File: src/design/lcfsb_pkg.sv
// shared types and constants for the led chain frame store and bar block
// no dependencies; imported by the controller, the datapath and the top level
package lcfsb_pkg;

    // number of leds in the chain, two per board
    localparam int LED_TOTAL   = 20;
    localparam int BOARD_COUNT = LED_TOTAL / 2;
    // one slot per board, plus one for an unpaired led on an odd chain
    localparam int SLOT_COUNT  = (LED_TOTAL + 1) / 2;
    localparam int SLOT_W      = (SLOT_COUNT > 1) ? $clog2(SLOT_COUNT) : 1;

    // field widths
    localparam int CMD_W    = 3;
    localparam int IDX_W    = 5;
    localparam int COLOR_W  = 8;
    localparam int PERIOD_W = 7;
    localparam int MS_W     = 7;
    localparam int BYTE_W   = 8;
    localparam int BOARD_W  = 4;

    // elapsed time wraps at this many milliseconds
    localparam int MS_WRAP      = 100;
    localparam int PERIOD_RESET = 10;

    // bar position = LED_TOTAL * elapsed / 100, done as a reciprocal multiply
    localparam int RECIP_SHIFT = 19;
    localparam int RECIP_100   = 5243;
    localparam int POS_MULT    = LED_TOTAL * RECIP_100;
    localparam int POS_MULT_W  = $clog2(POS_MULT + 1);
    localparam int PROD_W      = MS_W + POS_MULT_W;
    localparam int POS_W       = $clog2(LED_TOTAL);

    // command codes
    typedef enum logic [CMD_W-1:0] {
        CMD_SET_ONE = 3'd0,
        CMD_SET_ALL = 3'd1,
        CMD_CLEAR   = 3'd2,
        CMD_UPDATE  = 3'd3,
        CMD_TICK    = 3'd4
    } cmd_t;

    // controller states
    typedef enum logic [1:0] {
        ST_IDLE,
        ST_TICK_POS,
        ST_TICK_CHECK,
        ST_SEND
    } state_t;

    // controller to datapath commands
    typedef struct packed {
        logic set_one;
        logic set_all;
        logic clear;
        logic tick_add;
        logic tick_pos;
        logic bar_fill;
        logic send;
    } dp_ctrl_t;

    // datapath to controller status
    typedef struct packed {
        logic pos_changed;
        logic last_board;
    } dp_status_t;

endpackage

File: src/design/lcfsb_ctrl.sv
// controller state machine for the led chain frame store and bar block
// depends on lcfsb_pkg; drives the datapath through dp_ctrl_t
module lcfsb_ctrl (
    input  logic                  clk,
    input  logic                  rst_n,
    input  logic                  start,
    input  lcfsb_pkg::cmd_t       cmd,
    input  lcfsb_pkg::dp_status_t status,
    output lcfsb_pkg::dp_ctrl_t   ctrl,
    output logic                  busy
);
    import lcfsb_pkg::*;

    state_t state_reg;
    state_t state_next;
    logic   accept;

    assign accept = start && (state_reg == ST_IDLE);

    // state register
    always_ff @(posedge clk or negedge rst_n)
    begin
        if (!rst_n)
        begin
            state_reg <= ST_IDLE;
        end
        else
        begin
            state_reg <= state_next;
        end
    end

    // next state
    always_comb
    begin
        state_next = state_reg;
        case (state_reg)
            ST_IDLE:
            begin
                if (start)
                begin
                    case (cmd)
                        CMD_UPDATE: state_next = ST_SEND;
                        CMD_TICK:   state_next = ST_TICK_POS;
                        default:    state_next = ST_IDLE;
                    endcase
                end
            end
            ST_TICK_POS:
            begin
                state_next = ST_TICK_CHECK;
            end
            ST_TICK_CHECK:
            begin
                state_next = status.pos_changed ? ST_SEND : ST_IDLE;
            end
            ST_SEND:
            begin
                if (status.last_board)
                begin
                    state_next = ST_IDLE;
                end
            end
            default:
            begin
                state_next = ST_IDLE;
            end
        endcase
    end

    // outputs
    always_comb
    begin
        ctrl          = '0;
        busy          = 1'b1;
        case (state_reg)
            ST_IDLE:
            begin
                busy          = 1'b0;
                ctrl.set_one  = accept && (cmd == CMD_SET_ONE);
                ctrl.set_all  = accept && (cmd == CMD_SET_ALL);
                ctrl.clear    = accept && (cmd == CMD_CLEAR);
                ctrl.tick_add = accept && (cmd == CMD_TICK);
            end
            ST_TICK_POS:
            begin
                ctrl.tick_pos = 1'b1;
            end
            ST_TICK_CHECK:
            begin
                ctrl.bar_fill = status.pos_changed;
            end
            ST_SEND:
            begin
                ctrl.send = 1'b1;
            end
            default:
            begin
                busy = 1'b1;
            end
        endcase
    end

endmodule

File: src/design/lcfsb_datapath.sv
// datapath: led on-bit store, elapsed time and bar position, byte output stage
// depends on lcfsb_pkg; commanded by lcfsb_ctrl
module lcfsb_datapath (
    input  logic                              clk,
    input  logic                              rst_n,
    input  lcfsb_pkg::dp_ctrl_t               ctrl,
    output lcfsb_pkg::dp_status_t             status,
    input  logic [lcfsb_pkg::IDX_W-1:0]       led_index,
    input  logic [lcfsb_pkg::COLOR_W-1:0]     red,
    input  logic [lcfsb_pkg::COLOR_W-1:0]     green,
    input  logic [lcfsb_pkg::COLOR_W-1:0]     blue,
    input  logic                              period_we,
    input  logic [lcfsb_pkg::PERIOD_W-1:0]    period_data,
    output logic [lcfsb_pkg::BYTE_W-1:0]      shift_byte,
    output logic [lcfsb_pkg::BOARD_W-1:0]     board_index,
    output logic                              last,
    output logic                              result_valid
);
    import lcfsb_pkg::*;

    // slot bits [5:3] first led, [2:0] second led; each red, green, blue
    logic [5:0]          slot_reg [SLOT_COUNT];
    logic [5:0]          slot_next [SLOT_COUNT];
    logic [PERIOD_W-1:0] period_reg;
    logic [MS_W-1:0]     elapsed_reg;
    logic [MS_W-1:0]     elapsed_next;
    logic [POS_W-1:0]    pos_reg;
    logic [POS_W-1:0]    bar_reg;
    logic [SLOT_W-1:0]   cnt_reg;
    logic [BYTE_W-1:0]   byte_reg;
    logic [BOARD_W-1:0]  board_reg;
    logic                last_reg;
    logic                strobe_reg;
    logic [2:0]          color;
    logic [MS_W:0]       sum;
    logic [MS_W:0]       wrap1;
    logic [MS_W:0]       wrap2;
    logic [PROD_W-1:0]   prod;

    assign color = {red != '0, green != '0, blue != '0};

    // elapsed plus period, reduced modulo 100 with two conditional subtracts
    always_comb
    begin
        sum   = {1'b0, elapsed_reg} + {1'b0, period_reg};
        wrap1 = (sum >= (MS_W+1)'(MS_WRAP)) ? sum - (MS_W+1)'(MS_WRAP) : sum;
        wrap2 = (wrap1 >= (MS_W+1)'(MS_WRAP)) ? wrap1 - (MS_W+1)'(MS_WRAP) : wrap1;
        elapsed_next = wrap2[MS_W-1:0];
    end

    // bar position by reciprocal multiply
    assign prod = PROD_W'(elapsed_reg) * PROD_W'(POS_MULT);

    // led store update
    always_comb
    begin
        for (int k = 0; k < SLOT_COUNT; k++)
        begin
            slot_next[k] = slot_reg[k];
            if (ctrl.set_one && (int'(led_index) == 2 * k))
            begin
                slot_next[k][5:3] = color;
            end
            if (ctrl.set_one && (int'(led_index) == 2 * k + 1)
                && (2 * k + 1 < LED_TOTAL))
            begin
                slot_next[k][2:0] = color;
            end
            if (ctrl.set_all)
            begin
                slot_next[k] = {color, color};
            end
            if (ctrl.clear)
            begin
                slot_next[k] = '0;
            end
            if (ctrl.bar_fill)
            begin
                slot_next[k][5:3] = (2 * k < int'(pos_reg)) ? 3'b111 : 3'b000;
                slot_next[k][2:0] = (2 * k + 1 < int'(pos_reg)) ? 3'b111 : 3'b000;
            end
        end
    end

    always_ff @(posedge clk or negedge rst_n)
    begin
        if (!rst_n)
        begin
            for (int k = 0; k < SLOT_COUNT; k++)
            begin
                slot_reg[k] <= '0;
            end
        end
        else
        begin
            for (int k = 0; k < SLOT_COUNT; k++)
            begin
                slot_reg[k] <= slot_next[k];
            end
        end
    end

    // period register, elapsed time, bar position
    always_ff @(posedge clk or negedge rst_n)
    begin
        if (!rst_n)
        begin
            period_reg  <= PERIOD_W'(PERIOD_RESET);
            elapsed_reg <= '0;
            bar_reg     <= '0;
        end
        else
        begin
            if (period_we)
            begin
                period_reg <= period_data;
            end
            if (ctrl.tick_add)
            begin
                elapsed_reg <= elapsed_next;
            end
            if (ctrl.bar_fill)
            begin
                bar_reg <= pos_reg;
            end
        end
    end

    // new position, held for the compare in the next cycle
    always_ff @(posedge clk)
    begin
        if (ctrl.tick_pos)
        begin
            pos_reg <= prod[RECIP_SHIFT +: POS_W];
        end
    end

    // board counter walks the slots during a send
    always_ff @(posedge clk or negedge rst_n)
    begin
        if (!rst_n)
        begin
            cnt_reg    <= '0;
            strobe_reg <= 1'b0;
        end
        else
        begin
            strobe_reg <= ctrl.send;
            if (ctrl.send)
            begin
                cnt_reg <= status.last_board ? '0 : cnt_reg + 1'b1;
            end
        end
    end

    // output item registers
    always_ff @(posedge clk)
    begin
        if (ctrl.send)
        begin
            byte_reg  <= {slot_reg[cnt_reg], 2'b00};
            board_reg <= BOARD_W'(cnt_reg);
            last_reg  <= status.last_board;
        end
    end

    assign status.pos_changed = (pos_reg != bar_reg);
    assign status.last_board  = (cnt_reg == SLOT_W'(BOARD_COUNT - 1));

    assign shift_byte   = byte_reg;
    assign board_index  = board_reg;
    assign last         = last_reg;
    assign result_valid = strobe_reg;

endmodule

File: src/design/led_chain_frame_store_and_bar_top.sv
// top level of the led chain frame store and bar block
// depends on lcfsb_pkg, lcfsb_ctrl and lcfsb_datapath
//
// Command channel: an item is taken at a clock edge with start high and busy
// low. Set one, set all and clear change the store at that edge; busy stays
// low. Update sends one item per board, BOARD_COUNT (10 here) in all, with
// busy high while they are sent; the items appear one per cycle, the first
// after the state register and then the output item registers, each on
// result_valid for one cycle, last set on the final one. Tick adds the
// period, multiplies for the bar position, then compares; if the bar moved,
// the bar is drawn and a full update follows. The board counter sending one
// byte per cycle sets the update length. Result items cannot be held off;
// the receiver must take them as shown. Config channel: cfg_ready is always
// high; a write with cfg_valid loads tick_period_ms, and the user must make
// it only while the block is idle, which the block does not enforce. Reset
// clears every led, elapsed time and bar position, and sets the tick period
// to 10 ms; the block is ready in the first cycle after reset.
module led_chain_frame_store_and_bar_top (
    input  logic                              clk,
    input  logic                              rst_n,
    input  logic                              start,
    output logic                              busy,
    input  logic [lcfsb_pkg::CMD_W-1:0]       command,
    input  logic [lcfsb_pkg::IDX_W-1:0]       led_index,
    input  logic [lcfsb_pkg::COLOR_W-1:0]     red,
    input  logic [lcfsb_pkg::COLOR_W-1:0]     green,
    input  logic [lcfsb_pkg::COLOR_W-1:0]     blue,
    input  logic                              cfg_valid,
    output logic                              cfg_ready,
    input  logic [lcfsb_pkg::PERIOD_W-1:0]    tick_period_ms,
    output logic                              result_valid,
    output logic [lcfsb_pkg::BYTE_W-1:0]      shift_byte,
    output logic [lcfsb_pkg::BOARD_W-1:0]     board_index,
    output logic                              last
);
    import lcfsb_pkg::*;

    dp_ctrl_t   ctrl;
    dp_status_t status;

    assign cfg_ready = 1'b1;

    // controller
    lcfsb_ctrl u_ctrl (
        .clk    (clk),
        .rst_n  (rst_n),
        .start  (start),
        .cmd    (cmd_t'(command)),
        .status (status),
        .ctrl   (ctrl),
        .busy   (busy)
    );

    // datapath
    lcfsb_datapath u_datapath (
        .clk          (clk),
        .rst_n        (rst_n),
        .ctrl         (ctrl),
        .status       (status),
        .led_index    (led_index),
        .red          (red),
        .green        (green),
        .blue         (blue),
        .period_we    (cfg_valid && cfg_ready),
        .period_data  (tick_period_ms),
        .shift_byte   (shift_byte),
        .board_index  (board_index),
        .last         (last),
        .result_valid (result_valid)
    );

endmodule

File: config.mk
export PLATFORM = sky130hd
export DESIGN_NAME = led_chain_frame_store_and_bar_top
export DESIGN_NICKNAME = d
export VERILOG_FILES = /design/src/design/lcfsb_pkg.sv /design/src/design/lcfsb_ctrl.sv /design/src/design/lcfsb_datapath.sv /design/src/design/led_chain_frame_store_and_bar_top.sv
export SDC_FILE = /design/constraint.sdc
export NUM_CORES = 1
export LEC_CHECK = 0
export ABC_AREA = 1
export BUFFER_PORTS_ARGS = -buffer_cell sky130_fd_sc_hd__clkbuf_2
export CAP_MARGIN = 20
export CORE_UTILIZATION = 55
export CTS_CLUSTER_DIAMETER = 100
export CTS_CLUSTER_SIZE = 20
export DETAILED_ROUTE_END_ITERATION = 6
export PLACE_DENSITY = 0.74
export REMOVE_ABC_BUFFERS = 1
export SKIP_CTS_REPAIR_TIMING = 1
export SYNTH_ARGS = -nofsm -noshare
export SYNTH_HDL_FRONTEND = slang
export SYNTH_SLANG_ARGS = --single-unit
File: constraint.sdc
create_clock -name clk -period 10.7 [get_ports clk]
set_input_delay 1.07 -clock clk [delete_from_list [all_inputs] [get_ports clk]]
set_output_delay 1.07 -clock clk [all_outputs]
set_load 0.05 [all_outputs]
-- Word-level counts from Yosys, hierarchy flattened
Cells that the tools add are included.
W data, S select, Z words.
- add/subtract/negate cells: 4
- multipliers: 1
- magnitude comparators: 23
- equal/unequal tests: 30
- muxes and demuxes: 86
- bitwise gates (word level): 1
- reductions and logical operators: 52
- operator list (operator ; count):
    $mux W6 ; 32
    $mux W3 ; 40
    $reduce_bool A4 Y1 ; 20
    $eq A5 B5 Y1 const B ; 12
    $lt A4 B5 Y1 const A ; 8
    $logic_and A1 B1 Y1 ; 25
    $bmux W6 S4 ; 1
    $reduce_bool A8 Y1 ; 3
    $mul A7 B15 Y22 const B ; 1
    $eq A5 B4 Y1 const B ; 4
    $lt A3 B5 Y1 const A ; 4
    $lt A5 B5 Y1 const A ; 4
    $ge A8 B7 Y1 const B ; 2
    $eq A5 B3 Y1 const B ; 2
    $lt A1 B5 Y1 const A ; 2
    $lt A2 B5 Y1 const A ; 2
    $add A7 B7 Y8 ; 1
    $mux W4 ; 2
    $mux W8 ; 1
    $pmux W2 S4 ; 1
    $sub A8 B7 Y8 const B ; 1
    $mux W7 ; 1
    $sub A7 B7 Y7 const B ; 1
    $eq A3 B2 Y1 const B ; 2
    other kinds (19) ; 25
- flip-flop bits (word level): 102
- bits of input ports: 43

-- Logic depth before layout (Yosys ltp)
- depth in word-level cells: 9
- depth in mapped cells: 23
- mapped depth without buffers: 23

-- Cells and area by module
Synthesis repeated with hierarchy kept, for this count alone.
- cell total of the unflattened synthesis: 858
- area, all modules: 6977.9 sq um
- by module, submodules not included (module ; times used ; cells each ; area each (sq um)):
    lcfsb_datapath ; 1 ; 824 ; 6777.8
    lcfsb_ctrl ; 1 ; 32 ; 188.9
    led_chain_frame_store_and_bar_top ; 1 ; 2 ; 11.3

-- Least setup slack after synthesis
OpenSTA, ideal clock, no wires.
- kind: reg2reg
- start point: register u_datapath.elapsed_reg[4]
- end point: register u_datapath.pos_reg[3] (data pin)
- arrival: 3.497 ns
- required time: 10.438 ns
- setup slack: 6.941 ns
- stages on the path, launching flop included: 17
- path buffers: 0
- cell sequence: dfrtp_1 > fa_1 > fa_1 > ha_1 > inv_1 > fa_1 > inv_1 > ha_1 > a21oi_1 > o21a_1 > nand2_1 > nand2_1 > nand3_1 > a21oi_1 > o21ai_0 > a21oi_1 > xor2_1
- word-level cells in the longest chain between the ends: 1
- ends and longest elaborated chain (item ; line ; source):
    start: declaration ; lcfsb_datapath.sv:25 ; logic [MS_W-1:0] elapsed_reg;
    start signal: assignment ; lcfsb_datapath.sv:120 ; elapsed_reg <= elapsed_next;
    $mul A7 B15 Y22 ; lcfsb_datapath.sv:52 ; assign prod = PROD_W'(elapsed_reg) * PROD_W'(POS_MULT);
    net u_datapath.prod[22] ; lcfsb_datapath.sv:38 ; logic [PROD_W-1:0] prod;
    end signal: assignment ; lcfsb_datapath.sv:134 ; pos_reg <= prod[RECIP_SHIFT +: POS_W];
    end: declaration ; lcfsb_datapath.sv:27 ; logic [POS_W-1:0] pos_reg;
The timed path passes the listed nets, and every way through them passes these cells.
A chain may end at the register's enable or synchronous reset.

-- Worst setup path after layout
Same ends and word-level chain as after synthesis.

==> summary.md <==
| Metric | Value |
|---|---|
| Hold Path Stages | `0` |
| Setup WS pre-CTS | `6700 ps` |
| I/O Pins | `59` |
| Antenna Nets Post-Route | `0` |
| WHS | `508 ps` |
| IO buf count | `55` |
| Setup Crit Path Kind | `flop to flop` |
| Number of flops mapped to enable cells by yosys | `16` |
| Synth warn | `0` |
| Setup crit start kind | `flop` |
| Die ar. | `0.0132 mm^2` |
| Detailed Route WL | `16.2 mm` |
| Total GRT Usage | `26.4%` |
| Initial Util | `57.4%` |
| Avg WL per Cell | `15.3 um` |
| DP Area | `0.00739 mm^2` |
| Unrepaired setup endpoints after global routing | `false` |
| Max reg flops | `60` |
| Die width | `115 um` |
| FF+latch count, synth | `102` |
| Congestion Overflow GR | `0` |
| Top_reg_cell synth | `dfrtp_1` |
| Crit path depth | `16` |
| Final Cell Area | `0.00767 mm^2` |
| Clock buffer depth | `2` |
| Tmin final | `4000 ps` |
| Detailed-route via count | `5755` |
| Slowest-stage cell, CP | `fa_1` |
| Post-DP HPWL | `12.8 mm` |
| Via-per-instance ratio | `5.42` |
| Min-Delay Path Class | `flop to flop` |
| Unique cell type count in the Yosys netlist | `53` |
| GPL Wtd Cong | `0.925` |
| Worst slew margin | `37.0%` |
| Post-route DRC violation count | `0` |
| Post-synth ARST share | `84.3%` |
| Crit-path max FO | `6` |
| Final setup margin | `6700 ps` |
| WP buf/inv | `2` |
| Top achievable clock speed | `250 MHz` |
| Setup TNS | `0 ps` |
| Layout cells sized above 1 | `14.6%` |
| H-tree depth | `3` |
| Worst-Margin Slew | `941 ps` |
| Top cells by count, synth | `123 x inv_1, 123 x nand2_1, 84 x dfrtp_1` |
| Clock sink total | `102` |
| Post-synthesis sequential area ratio | `37.6%` |
| Post-synthesis instance area | `0.00701 mm^2` |
| Worst-path clk slew | `60 ps` |
| Largest net degree at the start of global routing | `63` |
| Total CTS buffers | `9` |
| Count of final hold-check violations | `0` |
| HP Start | `u_datapath.cnt_reg[3]$_DFFE_PN0P_` |
| Yosys top cell area share | `30.0%` |
| Root buf cell | `clkbuf_16` |
| Worst Path Arrival | `4100 ps` |
| Clk_lat worst skew | `360 ps` |
| Status | `finished, final reports clean` |
| Cell breakdown of the critical path | `fa_1 > fa_1 > ha_1 > inv_1 > fa_1 > inv_1 > ha_1 > a21oi_1 > o21a_1 > nand2_1 > nand2_1 > nand3_1 > a21oi_1 > o21ai_0 > a21oi_1 > xor2_1` |
| CTS tree | `yes` |
| Vias in the first global route | `5470` |
| Die H | `115 um` |
| Period utilization | `37.4%` |
| Worst path max stage delay | `590 ps` |
| Row cnt | `40` |
| Syn_area_per_cell | `8.33 um^2` |
| Core ar. | `0.0122 mm^2` |
| Top post-synthesis cells by area | `dfrtp_1 30%, ha_1 9.6%, edfxtp_1 6.9%, inv_1 6.6%, nand2_1 6.6%` |
| Skew final | `10.4 ps` |
| Largest area contributor in the netlist | `dfrtp_1` |
| First-pass GRT wire length | `26.9 mm` |
| First-pass DRT Iterations | `6` |
| Initial antenna violation count | `0` |
| Critical path's top delay family | `adder cells` |
| Reg-to-reg startpoint | `u_datapath.elapsed_reg[4]$_DFFE_PN0P_` |
| Critical Path Sink Type | `flop` |
| Iter 0 DRT Violations | `420` |
| Worst EP required | `10800 ps` |
| Mapped Cells | `841` |
| # setup viols final | `0` |
| Fin nets | `1001` |
| P&R area growth vs syn | `9.50%` |
| Max_cap viols | `0` |
| R2R cell count | `16` |
| Final Slew Violations | `0` |
| Setup crit start | `u_datapath.elapsed_reg[4]$_DFFE_PN0P_` |
| Number of diodes | `0` |
-- worst register-to-register path, stage by stage (launching register included) --
cell	delay (ps)
dfrtp_1	470
fa_1	590
fa_1	430
ha_1	300
inv_1	50
fa_1	490
inv_1	50
ha_1	310
a21oi_1	130
o21a_1	140
nand2_1	70
nand2_1	60
nand3_1	60
a21oi_1	200
o21ai_0	150
a21oi_1	180
xor2_1	80
-- metrics by stage --
step | std cells | util [%]
after floorplan | 822 | -
final | 1061 | 62.8
after global placement | 1046 | 60.5
after detailed placement | 1046 | 60.5
after CTS | 1061 | 62.8
after global routing | 1061 | 62.8
-- routing by layer --
layer	track usage, %	routed length, um	vias up
met2	43.8	7740	132
met3	4.96	735	30
met4	9.87	421	0
met5	0	0	-
met1	34.4	7350	2670
li1	-	-	2923
-- cell usage in the layout, fill, tap and decap left out, types with 16 or more instances in the layout --
cell,count
nor2_1,82
ha_1,54
o21ai_0,68
a21oi_1,54
inv_1,123
nand3_1,34
clkbuf_2,54
nor3_1,16
nand2_1,123
edfxtp_1,16
a31oi_1,22
dfrtp_1,84
-- cell families after synthesis --
| logic type | after synthesis | share of synthesized area [%] |
|---|---|---|
| AO/OA/AOI/OAI | 201 | 17.5 |
| flip-flops | 102 | 37.6 |
| adder cells (fa/ha/maj) | 69 | 13.9 |
| AND/OR/NAND/NOR | 294 | 19.2 |
| XOR/XNOR | 13 | 1.63 |
| multiplexers | 7 | 1.13 |
| buffers and inverters | 153 | 8.89 |
| other | 2 | 0.107 |
-- final timing paths --
check | slack (ps) | to
max | 6700 | u_datapath.pos_reg[3]$_DFFE_PN_
min | 510 | u_datapath.board_index[3]$_DFFE_PP_
max reg2reg | 6700 | u_datapath.pos_reg[3]$_DFFE_PN_
min reg2reg | 510 | u_datapath.board_index[3]$_DFFE_PP_
max in group asynchronous | 8980 | u_datapath.elapsed_reg[0]$_DFFE_PN0P_
min in group asynchronous | 610 | u_datapath.slot_reg[56]$_DFFE_PN0P_
-- final cells by class --
type / count / area (um^2)
Tap cell: 168 / 210
Fill cell: 1098 / 4540
Inverter: 133 / 504
Clock inverter: 3 / 28.8
Multi-Input combinational cell: 587 / 3750
Clock buffer: 12 / 256
Timing Repair Buffer: 56 / 285
Sequential cell: 102 / 2640
Power is left out: the tool's default activity adds up to more than one toggle a clock period on the data nets, which glitch-free logic cannot reach.
